[config.mk]
export PLATFORM = sky130hd
export DESIGN_NAME = cau_back
export DESIGN_NICKNAME = d
export VERILOG_FILES = /design/src/hw/rtl/cau_pkg.sv /design/src/hw/rtl/cau_back.sv
export SDC_FILE = /design/constraint.sdc
export NUM_CORES = 1
export LEC_CHECK = 0
export ABC_AREA = 1
export CAP_MARGIN = 15
export CORE_MARGIN = 1.5
export CORE_UTILIZATION = 35
export CTS_CLUSTER_SIZE = 12
export DETAILED_ROUTE_END_ITERATION = 8
export DONT_BUFFER_PORTS = 1
export PLACE_DENSITY_LB_ADDON = 0.08
export REMOVE_ABC_BUFFERS = 1
export SYNTH_ARGS = -nofsm -noshare
export SYNTH_HDL_FRONTEND = slang
export SYNTH_SLANG_ARGS = --single-unit
[constraint.sdc]
create_clock -name clk -period 1.8 [get_ports clk]
set_input_delay 0.36 -clock clk [delete_from_list [all_inputs] [get_ports clk]]
set_output_delay 0.36 -clock clk [all_outputs]
set_load 0.02 [all_outputs]
[src/hw/rtl/cau_pkg.sv]
// Shared types and codes of the complex arithmetic unit.
`timescale 1ns / 1ps
`default_nettype none
package cau_pkg;

  typedef enum logic [2:0] {
    KIND_ADD = 3'd0,
    KIND_SUB = 3'd1,
    KIND_MUL = 3'd2,
    KIND_DIV = 3'd3,
    KIND_EQ  = 3'd4,
    KIND_NE  = 3'd5
  } cau_kind_t;

  localparam logic [1:0] ST_OK  = 2'd0;
  localparam logic [1:0] ST_SAT = 2'd1;
  localparam logic [1:0] ST_DZ  = 2'd2;

  typedef struct packed {
    logic neg;
    logic ovf;
  } cau_lane_t;

endpackage
`default_nettype wire

[src/hw/rtl/cau_back.sv]
// Output stage: quotient sign and saturation, result selection, output register.
`timescale 1ns / 1ps
`default_nettype none
module cau_back #(
  parameter int W = 16
) (
  input  wire logic              clk,
  input  wire logic              rst_n,
  input  wire logic              en,
  input  wire logic              in_valid,
  input  wire logic [2*W+4:0]    in_side,
  input  wire logic [W-1:0]      in_q_re,
  input  wire logic [W-1:0]      in_q_im,
  input  cau_pkg::cau_lane_t     in_ctl_re,
  input  cau_pkg::cau_lane_t     in_ctl_im,
  output logic                   out_valid,
  output logic [W-1:0]           out_re,
  output logic [W-1:0]           out_im,
  output logic                   out_truth,
  output logic [1:0]             out_status
);
  import cau_pkg::*;

  localparam logic [W-1:0] MAXV = {1'b0, {(W - 1){1'b1}}};
  localparam logic [W-1:0] MINV = {1'b1, {(W - 1){1'b0}}};

  logic [W-1:0] s_re, s_im, dq_re, dq_im, f_re, f_im;
  logic s_truth, is_div, dz, sat_re, sat_im, f_truth;
  logic [1:0] s_status, f_status;

  assign {s_im, s_re, s_truth, s_status, is_div, dz} = in_side;

  always_comb begin
    sat_re = 1'b1;
    if (in_ctl_re.ovf) begin
      dq_re = in_ctl_re.neg ? MINV : MAXV;
    end else if (!in_ctl_re.neg) begin
      dq_re = in_q_re[W-1] ? MAXV : in_q_re;
      sat_re = in_q_re[W-1];
    end else begin
      dq_re = (in_q_re > MINV) ? MINV : W'(-in_q_re);
      sat_re = in_q_re > MINV;
    end
    sat_im = 1'b1;
    if (in_ctl_im.ovf) begin
      dq_im = in_ctl_im.neg ? MINV : MAXV;
    end else if (!in_ctl_im.neg) begin
      dq_im = in_q_im[W-1] ? MAXV : in_q_im;
      sat_im = in_q_im[W-1];
    end else begin
      dq_im = (in_q_im > MINV) ? MINV : W'(-in_q_im);
      sat_im = in_q_im > MINV;
    end

    if (!is_div) begin
      f_re = s_re; f_im = s_im; f_truth = s_truth; f_status = s_status;
    end else if (dz) begin
      f_re = '0; f_im = '0; f_truth = 1'b0; f_status = ST_DZ;
    end else begin
      f_re = dq_re; f_im = dq_im; f_truth = 1'b0;
      f_status = (sat_re || sat_im) ? ST_SAT : ST_OK;
    end
  end

  logic valid_r;

  always_ff @(posedge clk) begin
    if (!rst_n) begin
      valid_r <= 1'b0;
    end else if (en) begin
      valid_r <= in_valid;
    end
  end

  always_ff @(posedge clk) begin
    if (en) begin
      out_re     <= f_re;
      out_im     <= f_im;
      out_truth  <= f_truth;
      out_status <= f_status;
    end
  end

  assign out_valid = valid_r;

endmodule
`default_nettype wire

Word-level counts from Yosys, hierarchy flattened
Index checks and enable logic that the tools add are counted.
{"block": "op_classes", "order_cmp": 2, "n_mux": 21, "add_sub_neg": 2, "n_reduce_logical": 1}
{"operator": "two-way mux 16 bit", "n": 12}
{"operator": "> comparator 16 bit (second input constant)", "n": 2}
{"operator": "negator 16 bit", "n": 2}
{"operator": "two-way mux 15 bit", "n": 2}
{"operator": "two-way mux 1 bit", "n": 5}
{"operator": "two-way mux 2 bit", "n": 2}
{"operator": "logical OR 1 bit", "n": 1}
{"block": "totals", "word_cells": 31, "input_bits": 77, "out_inout_bits": 36, "ff_bits": 36}

Depth between registers and ports, before layout
Gate-level depths: netlist (run 1).
{"block": "logic_depth", "word_depth": 7, "mapped_depth": 12, "depth_no_buf": 12}

Worst setup path before layout (run 1)
OpenSTA, ideal clock, no wires.
{"block": "synth_path", "path_type": "in2reg", "startpoint": "input port in_q_re[0]", "endpoint": "register out_status[0], data pin", "required_time_ps": 1548, "path_stages": 10, "slack_ps": 162, "n_path_buf": 1, "setup_time_ps": 252, "arrival_time_ps": 1385, "path_cell_list": "inv_1 > ha_1 > nand3_1 > nor2_2 > nand2_2 > nand3_2 > buf_6 > nand4_1 > nand2_1 > nand2_1"}
{"block": "synth_between", "elab_chain_len": 7}
{"element": "start, declared", "line_no": "cau_back.sv:12", "rtl": "input wire logic [W-1:0] in_q_re,"}
{"element": "> comparator 16 bit", "line_no": "cau_back.sv:42", "rtl": "sat_re = in_q_re > MINV;"}
{"element": "two-way mux 1 bit", "line_no": "cau_back.sv:37", "rtl": "end else if (!in_ctl_re.neg) begin"}
{"element": "two-way mux 1 bit", "line_no": "cau_back.sv:35", "rtl": "if (in_ctl_re.ovf) begin"}
{"element": "logical OR 1 bit", "line_no": "cau_back.sv:61", "rtl": "f_status = (sat_re || sat_im) ? ST_SAT : ST_OK;"}
{"element": "two-way mux 1 bit", "line_no": "cau_back.sv:61"}
{"element": "two-way mux 2 bit", "line_no": "cau_back.sv:57", "rtl": "end else if (dz) begin"}
{"element": "two-way mux 2 bit", "line_no": "cau_back.sv:55", "rtl": "if (!is_div) begin"}
{"element": "via f_status[0]", "line_no": "cau_back.sv:29", "rtl": "logic [1:0] s_status, f_status;"}
{"element": "end signal, assigned", "line_no": "cau_back.sv:80", "rtl": "out_status <= f_status;"}
{"element": "end, declared", "line_no": "cau_back.sv:20", "rtl": "output logic [1:0] out_status"}
The timed path passes the listed nets, and every way through them passes these cells.
A chain may end at the register's enable or synchronous reset.

Worst setup path in the final report (run 1)
{"block": "layout_path", "startpoint": "input port in_q_re[0]", "endpoint": "register out_re[2], data pin"}
{"block": "layout_between", "elab_chain_len": 6, "word_cells_on_any_way": 7, "classes_between": "1 x add/sub; 1 x order compare; 5 x mux"}
{"element": "negator 16 bit / > comparator 16 bit (equally long branches)", "line_no": "cau_back.sv:41", "rtl": "dq_re = (in_q_re > MINV) ? MINV : W'(-in_q_re);"}
{"element": "two-way mux 16 bit *", "line_no": "cau_back.sv:41"}
{"element": "two-way mux 16 bit *", "line_no": "cau_back.sv:37"}
{"element": "two-way mux 16 bit *", "line_no": "cau_back.sv:35"}
{"element": "two-way mux 16 bit *", "line_no": "cau_back.sv:57"}
{"element": "two-way mux 16 bit *", "line_no": "cau_back.sv:55"}
{"element": "via f_re[2]", "line_no": "cau_back.sv:27", "rtl": "logic [W-1:0] s_re, s_im, dq_re, dq_im, f_re, f_im;"}
{"element": "end signal, assigned", "line_no": "cau_back.sv:77", "rtl": "out_re <= f_re;"}
{"element": "end, declared", "line_no": "cau_back.sv:17", "rtl": "output logic [W-1:0] out_re,"}
Mark *: on every way through the listed nets, which the timed path passes. The rest lies on a longest branch.

==> results.sh, run 1 <==
export IMPL_die_area_um2=8690
export IMPL_nets=527
export IMPL_placed_cells=543
export IMPL_crit_top_cell="nand2_1"
export IMPL_fin_crit_sh_pct=86.9
export IMPL_cts_resized=0
export IMPL_ir_drop_v=0.000326
export IMPL_num_antenna_cells=0
export IMPL_cts_sinks=36
export IMPL_finalMaxSlewViolations=0
export IMPL_max_clock_freq_ghz=0.639
export IMPL_yosys_top_cells_area="edfxtp_1, nand2_1, nor2_1"
export IMPL_path_max_fanout=15
export IMPL_rows=32
export IMPL_period_needed_ns=1.56
export IMPL_insertion_delay_ns=0.28
export IMPL_yosysTopAreaCell="edfxtp_1"
export IMPL_critical_path_max_stage_delay_ns=0.27
export IMPL_instances_no_fill=551
export IMPL_ant_nets=0
export IMPL_final_hold_viol_count=0
export IMPL_fillCellCount=862
export IMPL_setup_viol=0
export IMPL_startpoint_type="input port"
export IMPL_syn_area_um2=2850
export IMPL_worstPathRequired_ns=1.84
export IMPL_grt_pass1_wl_um=13200
export IMPL_core_area_um2=7810
export IMPL_grt_max_degree=38
export IMPL_drc=0
export IMPL_num_vias=2710
export IMPL_seqCellArea_um2=1070
export IMPL_clock_skew_ns=0
export IMPL_p_leak_nw=1.43
export IMPL_htree_levels=2
export IMPL_yosysSeqAreaShare_pct=37.6
export IMPL_outcome="completed"
export IMPL_synth_top_cell_area_share_pct=36.9
export IMPL_hp_class="input port to register"
export IMPL_rsz0062_at_grt="false"
export IMPL_yosys_warnings=0
export IMPL_area_delta_synth_final_pct=7.43
export IMPL_critPathSlowestCell="nand3_2"
export IMPL_place_hpwl_um=6410
export IMPL_totalWireLength_um=8030
export IMPL_cp_end_kind="register"
export IMPL_maxSlewHeadroom_pct=69.1
export IMPL_gp_congestion=0.893
export IMPL_ys_ff_latch=36
export IMPL_cts_root_buf="clkbuf_8"
export IMPL_cts_setup_buffers=0
export IMPL_critPathKind="input port to register"
export IMPL_dp_slack_ns=-0.0405
export IMPL_ys_types=28
export IMPL_antenna_found_initial=0
export IMPL_multi_input_area_um2=1530
export IMPL_drtIter0Drc=128
export IMPL_synth_cells=446
export IMPL_grt_pass1_vias=2589
export IMPL_start_util_pct=36.5
export IMPL_cts_path_max_buffers=2
export IMPL_tightest_slew_ns=0.462
export IMPL_drive_gt1_share_pct=7.13
export IMPL_vias_per_cell=4.92
export IMPL_die_h_um=93.2
export IMPL_dr_pass1_iters=5
export IMPL_postSynthAreaPerCell_um2=6.39
export IMPL_clkTransAtPathRegs_ns=0.07
export IMPL_wl_per_cell_um=14.6
export IMPL_die_w_um=93.2
export IMPL_grt_util_all_layers_pct=19.1
export IMPL_pin_count=113
export IMPL_path_cells="inv_1 -> ha_1 -> nand3_1 -> nor2_2 -> nand2_2 -> nand3_2 -> o211ai_1 -> nand2_1 -> nand2_1 -> nand2_1"
export IMPL_gr_total_overflow=0
export IMPL_holdWs_ns=0.177
export IMPL_holdBufCountCts=0
export IMPL_cap_violations=0
export IMPL_cts_tree="yes"
export IMPL_numPortBuffers=0
export IMPL_powerDensity_nw_per_um2=707
export IMPL_layout_setup_ws_ns=0.236
export IMPL_cts_made_buffers=5
export IMPL_arrival_ns=1.61
## area by class of cell
class / instances / share of cell area, %
clock inverter: 2 / 1.15
sequential: 36 / 35.0
clock buffer: 6 / 2.37
timing repair buffer: 7 / 1.72
inverter: 46 / 5.64
multi-input combinational: 352 / 49.9
tap: 102 / 4.17
## sequential cells by signal (all words and copies together) (netlist names)
| signal | count |
|---|---|
| out_im | 16 |
| out_re | 16 |
| out_status | 2 |
| out_truth | 1 |
| out_valid | 1 |
## per-layer routing
metal | up-vias | wire length [µm] | GRT usage [%]
met1 | 1167 | 4050 | 29.5
li1 | 1422 | - | -
met5 | - | 0 | 0
met4 | 0 | 76 | 4.55
met3 | 6 | 697 | 3.41
met2 | 115 | 3210 | 27.1
## where the power goes
group          total (mW)  leakage, nW  internal [mW]  switching [mW]
sequential           1.15        0.348           1.02           0.128
combinational       0.336         1.03          0.117           0.219
clock               0.679       0.0552          0.411           0.269
total                2.16         1.43           1.55           0.615
## cell usage after synthesis (all sizes together)
cell type and instances:
a21boi 1, a21o 1, a21oi 11, buf 9, clkbuf 3, clkinv 1, dfxtp 1, edfxtp 35
ha 2, inv 45, nand2 195, nand3 38, nand4 2, nor2 62, nor3 2, o211ai 3
o21ai 34, xnor2 1
## worst paths after layout
kind	startpoint	cells past startpoint	end	slack [ns]
setup reg to reg	out_valid	2	out_valid	1.06
hold reg to reg	out_valid	2	out_valid	0.64
setup / recovery	in_q_re[0]	10	out_re[2]	0.24
hold / removal	en	1	out_valid	0.18
## stage by stage
step | power (mW) | cell area [µm²] | TNS, ns | util, %
floorplan | 1.41 | 2770 | 0 | -
global placement | 1.50 | 2950 | -0.123 | 37.8
detailed placement | 1.50 | 2950 | -0.131 | 37.8
CTS | 2.18 | 3060 | 0 | 39.2
global route | 2.28 | 3060 | 0 | 39.2
finish | 2.16 | 3060 | 0 | 39.2
## placed cells by master, fill, tap and decap left out
master,netlist,routed
edfxtp_1,35,35
a21o_1,1,1
xnor2_1,1,1
nor2_1,54,54
inv_2,3,3
o21ai_2,1,1
nand3_1,34,34
nor2_4,1,1
o21ai_1,6,6
bufinv_16,0,1
o21ai_0,27,27
nand4_1,2,2
clkinv_2,0,1
o211ai_1,3,3
a21boi_0,1,1
clkbuf_8,0,5
nand3_2,4,4
clkinv_1,1,1
nand2_2,2,2
nor2_2,7,7
a21oi_1,11,11
buf_4,1,7
ha_1,2,2
nand2_1,193,193
clkbuf_1,3,1
inv_1,42,42
nor3_1,2,2
dfxtp_1,1,1
## kinds of logic after synthesis
family                   after synthesis  synth area share (%)
AO/OA/AOI/OAI                         50                  9.36
XOR/XNOR                               1                 0.308
adder cells (fa/ha/maj)                2                 0.879
buffers and inverters                 58                  8.74
flip-flops                            36                  37.6
AND/OR/NAND/NOR                      299                  43.1
## worst max-delay path, delay by kind of cell
family / cells / cell delay (ns)
AOI/OAI and AO/OA: 1 / 0.22
adders and majority gates: 1 / 0.21
buffers and inverters: 1 / 0.04
and+or+nand+nor: 7 / 0.77
Power figures use the tool's default switching activity.
==> run 2: changes to the inputs <==
--- a/config.mk
+++ b/config.mk
@@ -8,7 +8,8 @@
 export ABC_AREA = 1
 export CAP_MARGIN = 15
 export CORE_MARGIN = 1.5
-export CORE_UTILIZATION = 35
+export CORE_UTILIZATION = 64
+export CTS_BUF_LIST = sky130_fd_sc_hd__clkbuf_16
 export CTS_CLUSTER_SIZE = 12
 export DETAILED_ROUTE_END_ITERATION = 8
 export DONT_BUFFER_PORTS = 1
==> results.sh, run 2 (synthesized netlist as in run 1, its figures left out) <==
export IMPL_seqCellArea_um2=1070
export IMPL_cts_made_buffers=5
export IMPL_cts_path_max_buffers=2
export IMPL_wl_per_cell_um=14.2
export IMPL_grt_pass1_wl_um=11600
export IMPL_reg2reg_depth=2
export IMPL_ir_drop_v=0.000502
export IMPL_p_sw_mw=0.646
export IMPL_holdBufCountCts=0
export IMPL_mostFrequentLayoutCell="nand2_1"
export IMPL_grt_pass1_vias=2511
export IMPL_critPathKind="input port to register"
export IMPL_final_cell_mix="nand2_1, nor2_1, inv_1"
export IMPL_antenna_found_initial=0
export IMPL_top_regs="out_im: 16 flops, out_re: 16 flops, out_status: 2 flops"
export IMPL_fin_crit_sh_pct=86.9
export IMPL_clock_skew_ns=0
export IMPL_cts_root_buf="clkbuf_16"
export IMPL_ant_nets=0
export IMPL_die_h_um=69.7
export IMPL_rsz0062_at_grt="false"
export IMPL_finalMaxSlewViolations=0
export IMPL_nets=524
export IMPL_max_clock_freq_ghz=0.639
export IMPL_pin_count=113
export IMPL_period_needed_ns=1.56
export IMPL_numPortBuffers=0
export IMPL_whs_path_depth=0
export IMPL_cp_end_kind="register"
export IMPL_powerDensity_nw_per_um2=760
export IMPL_place_hpwl_um=5550
export IMPL_cts_resized=0
export IMPL_cts_tree="yes"
export IMPL_startpoint_type="input port"
export IMPL_core_area_um2=4320
export IMPL_area_delta_synth_final_pct=5.76
export IMPL_setup_worst_path_start="in_q_re[0]"
export IMPL_arrival_ns=1.59
export IMPL_p_leak_nw=1.43
export IMPL_clkTransAtPathRegs_ns=0.05
export IMPL_cts_sinks=36
export IMPL_drc=0
export IMPL_worstPathBufferInverterCount=1
export IMPL_num_antenna_cells=0
export IMPL_htree_levels=2
export IMPL_drtIter0Drc=220
export IMPL_dr_pass1_iters=5
export IMPL_reg2reg_from="out_valid"
export IMPL_setup_viol=0
export IMPL_final_util_pct=69.6
export IMPL_num_vias=2771
export IMPL_rows=24
export IMPL_cp_num_cells=10
export IMPL_tightest_slew_ns=0.449
export IMPL_outcome="completed"
export IMPL_fillCellCount=390
export IMPL_holdWs_ns=0.196
export IMPL_hp_class="input port to register"
export IMPL_reg2reg_slack_ns=0.99
export IMPL_totalWireLength_um=7080
export IMPL_multi_input_area_um2=1530
export IMPL_die_area_um2=4860
export IMPL_worstPathRequired_ns=1.83
export IMPL_insertion_delay_ns=0.27
export IMPL_combPwrFrac_pct=14.3
export IMPL_grt_util_all_layers_pct=29.8
export IMPL_p_sw_share_pct=28.2
export IMPL_path_cells="inv_1 -> ha_1 -> nand3_1 -> nor2_2 -> nand2_2 -> nand3_2 -> o211ai_1 -> nand2_1 -> nand2_1 -> nand2_1"
export IMPL_internal_power_mw=1.64
export IMPL_start_util_pct=65.9
export IMPL_critPathSlowestCell="nand3_2"
export IMPL_drive_gt1_share_pct=6.50
export IMPL_min_delay_start="en"
export IMPL_vias_per_cell=5.56
export IMPL_critical_path_max_stage_delay_ns=0.25
export IMPL_gp_congestion=0.938
export IMPL_cap_violations=0
export IMPL_power_frac_clock_pct=35.5
export IMPL_maxSlewHeadroom_pct=69.9
export IMPL_die_w_um=69.7
export IMPL_gr_total_overflow=0
export IMPL_pwr_share_seq_pct=50.2
export IMPL_cpLargestDelayFamily="simple AND/OR/NAND/NOR gates"
export IMPL_finalSetupTns_ns=0
export IMPL_crit_top_cell="nand2_1"
export IMPL_cts_setup_buffers=0
export IMPL_grt_max_degree=38
export IMPL_path_max_fanout=15
export IMPL_final_hold_viol_count=0
## run 2: cell count changes in the layout (fill, tap and decap cells not counted)
cell	change
buf_4	-3
bufinv_16	-1
clkbuf_1	-1
clkbuf_16	+5
clkbuf_8	-5
clkinv_2	-1
clkinv_4	+1
clkinvlp_4	+1
inv_1	+1
## run 2: power by group through the flow
stage | clock network [mW] | logic [mW] | registers [mW]
2_1_floorplan | 0 | 0.254 | 1.15
3_3_place_gp | 0 | 0.313 | 1.16
3_5_place_dp | 0 | 0.319 | 1.17
4_1_cts | 0.824 | 0.323 | 1.15
5_1_grt | 0.847 | 0.379 | 1.16
6_report | 0.813 | 0.327 | 1.15
## run 2: cell type report
type / count / area share [%]
clock buffers: 5 / 4.15
clock inverters: 3 / 0.665
inverters: 46 / 5.73
multi-input cells: 352 / 50.7
flip-flops and latches: 36 / 35.6
well taps: 52 / 2.16
repair buffers: 4 / 0.997
## run 2: path summary, 6_finish.rpt
| path | end |
|---|---|
| max | out_re[2] |
| min | out_re[8] |
| max reg2reg | out_valid |
| min reg2reg | out_valid |
## run 2: metal layers
layer | routed length [µm] | share of wire [%] | global-route usage [%] | vias up
li1 | - | - | - | 1420
met1 | 3170 | 45 | 42.7 | 1174
met2 | 3070 | 43 | 44.6 | 171
met3 | 776 | 11 | 8.14 | 6
met4 | 65 | 0.92 | 8.55 | 0
met5 | 0 | 0 | 0 | -
## run 2: worst register-to-register path, delay by kind of cell (launching register included)
| kind | cells | cell delay, ns |
|---|---|---|
| AO/OA/AOI/OAI | 2 | 0.30 |
| flip-flops | 1 | 0.45 |
## run 2: per-stage QoR
step	worst slack [ns]	cell area [µm²]	cells	power (mW)
after floorplan	0.172	2770	434	1.41
after global routing	0.0932	3010	498	2.38
after global placement	0.0176	2870	490	1.48
final	0.236	3010	498	2.29
after detailed placement	-0.00979	2870	490	1.49
after CTS	0.260	3010	498	2.30
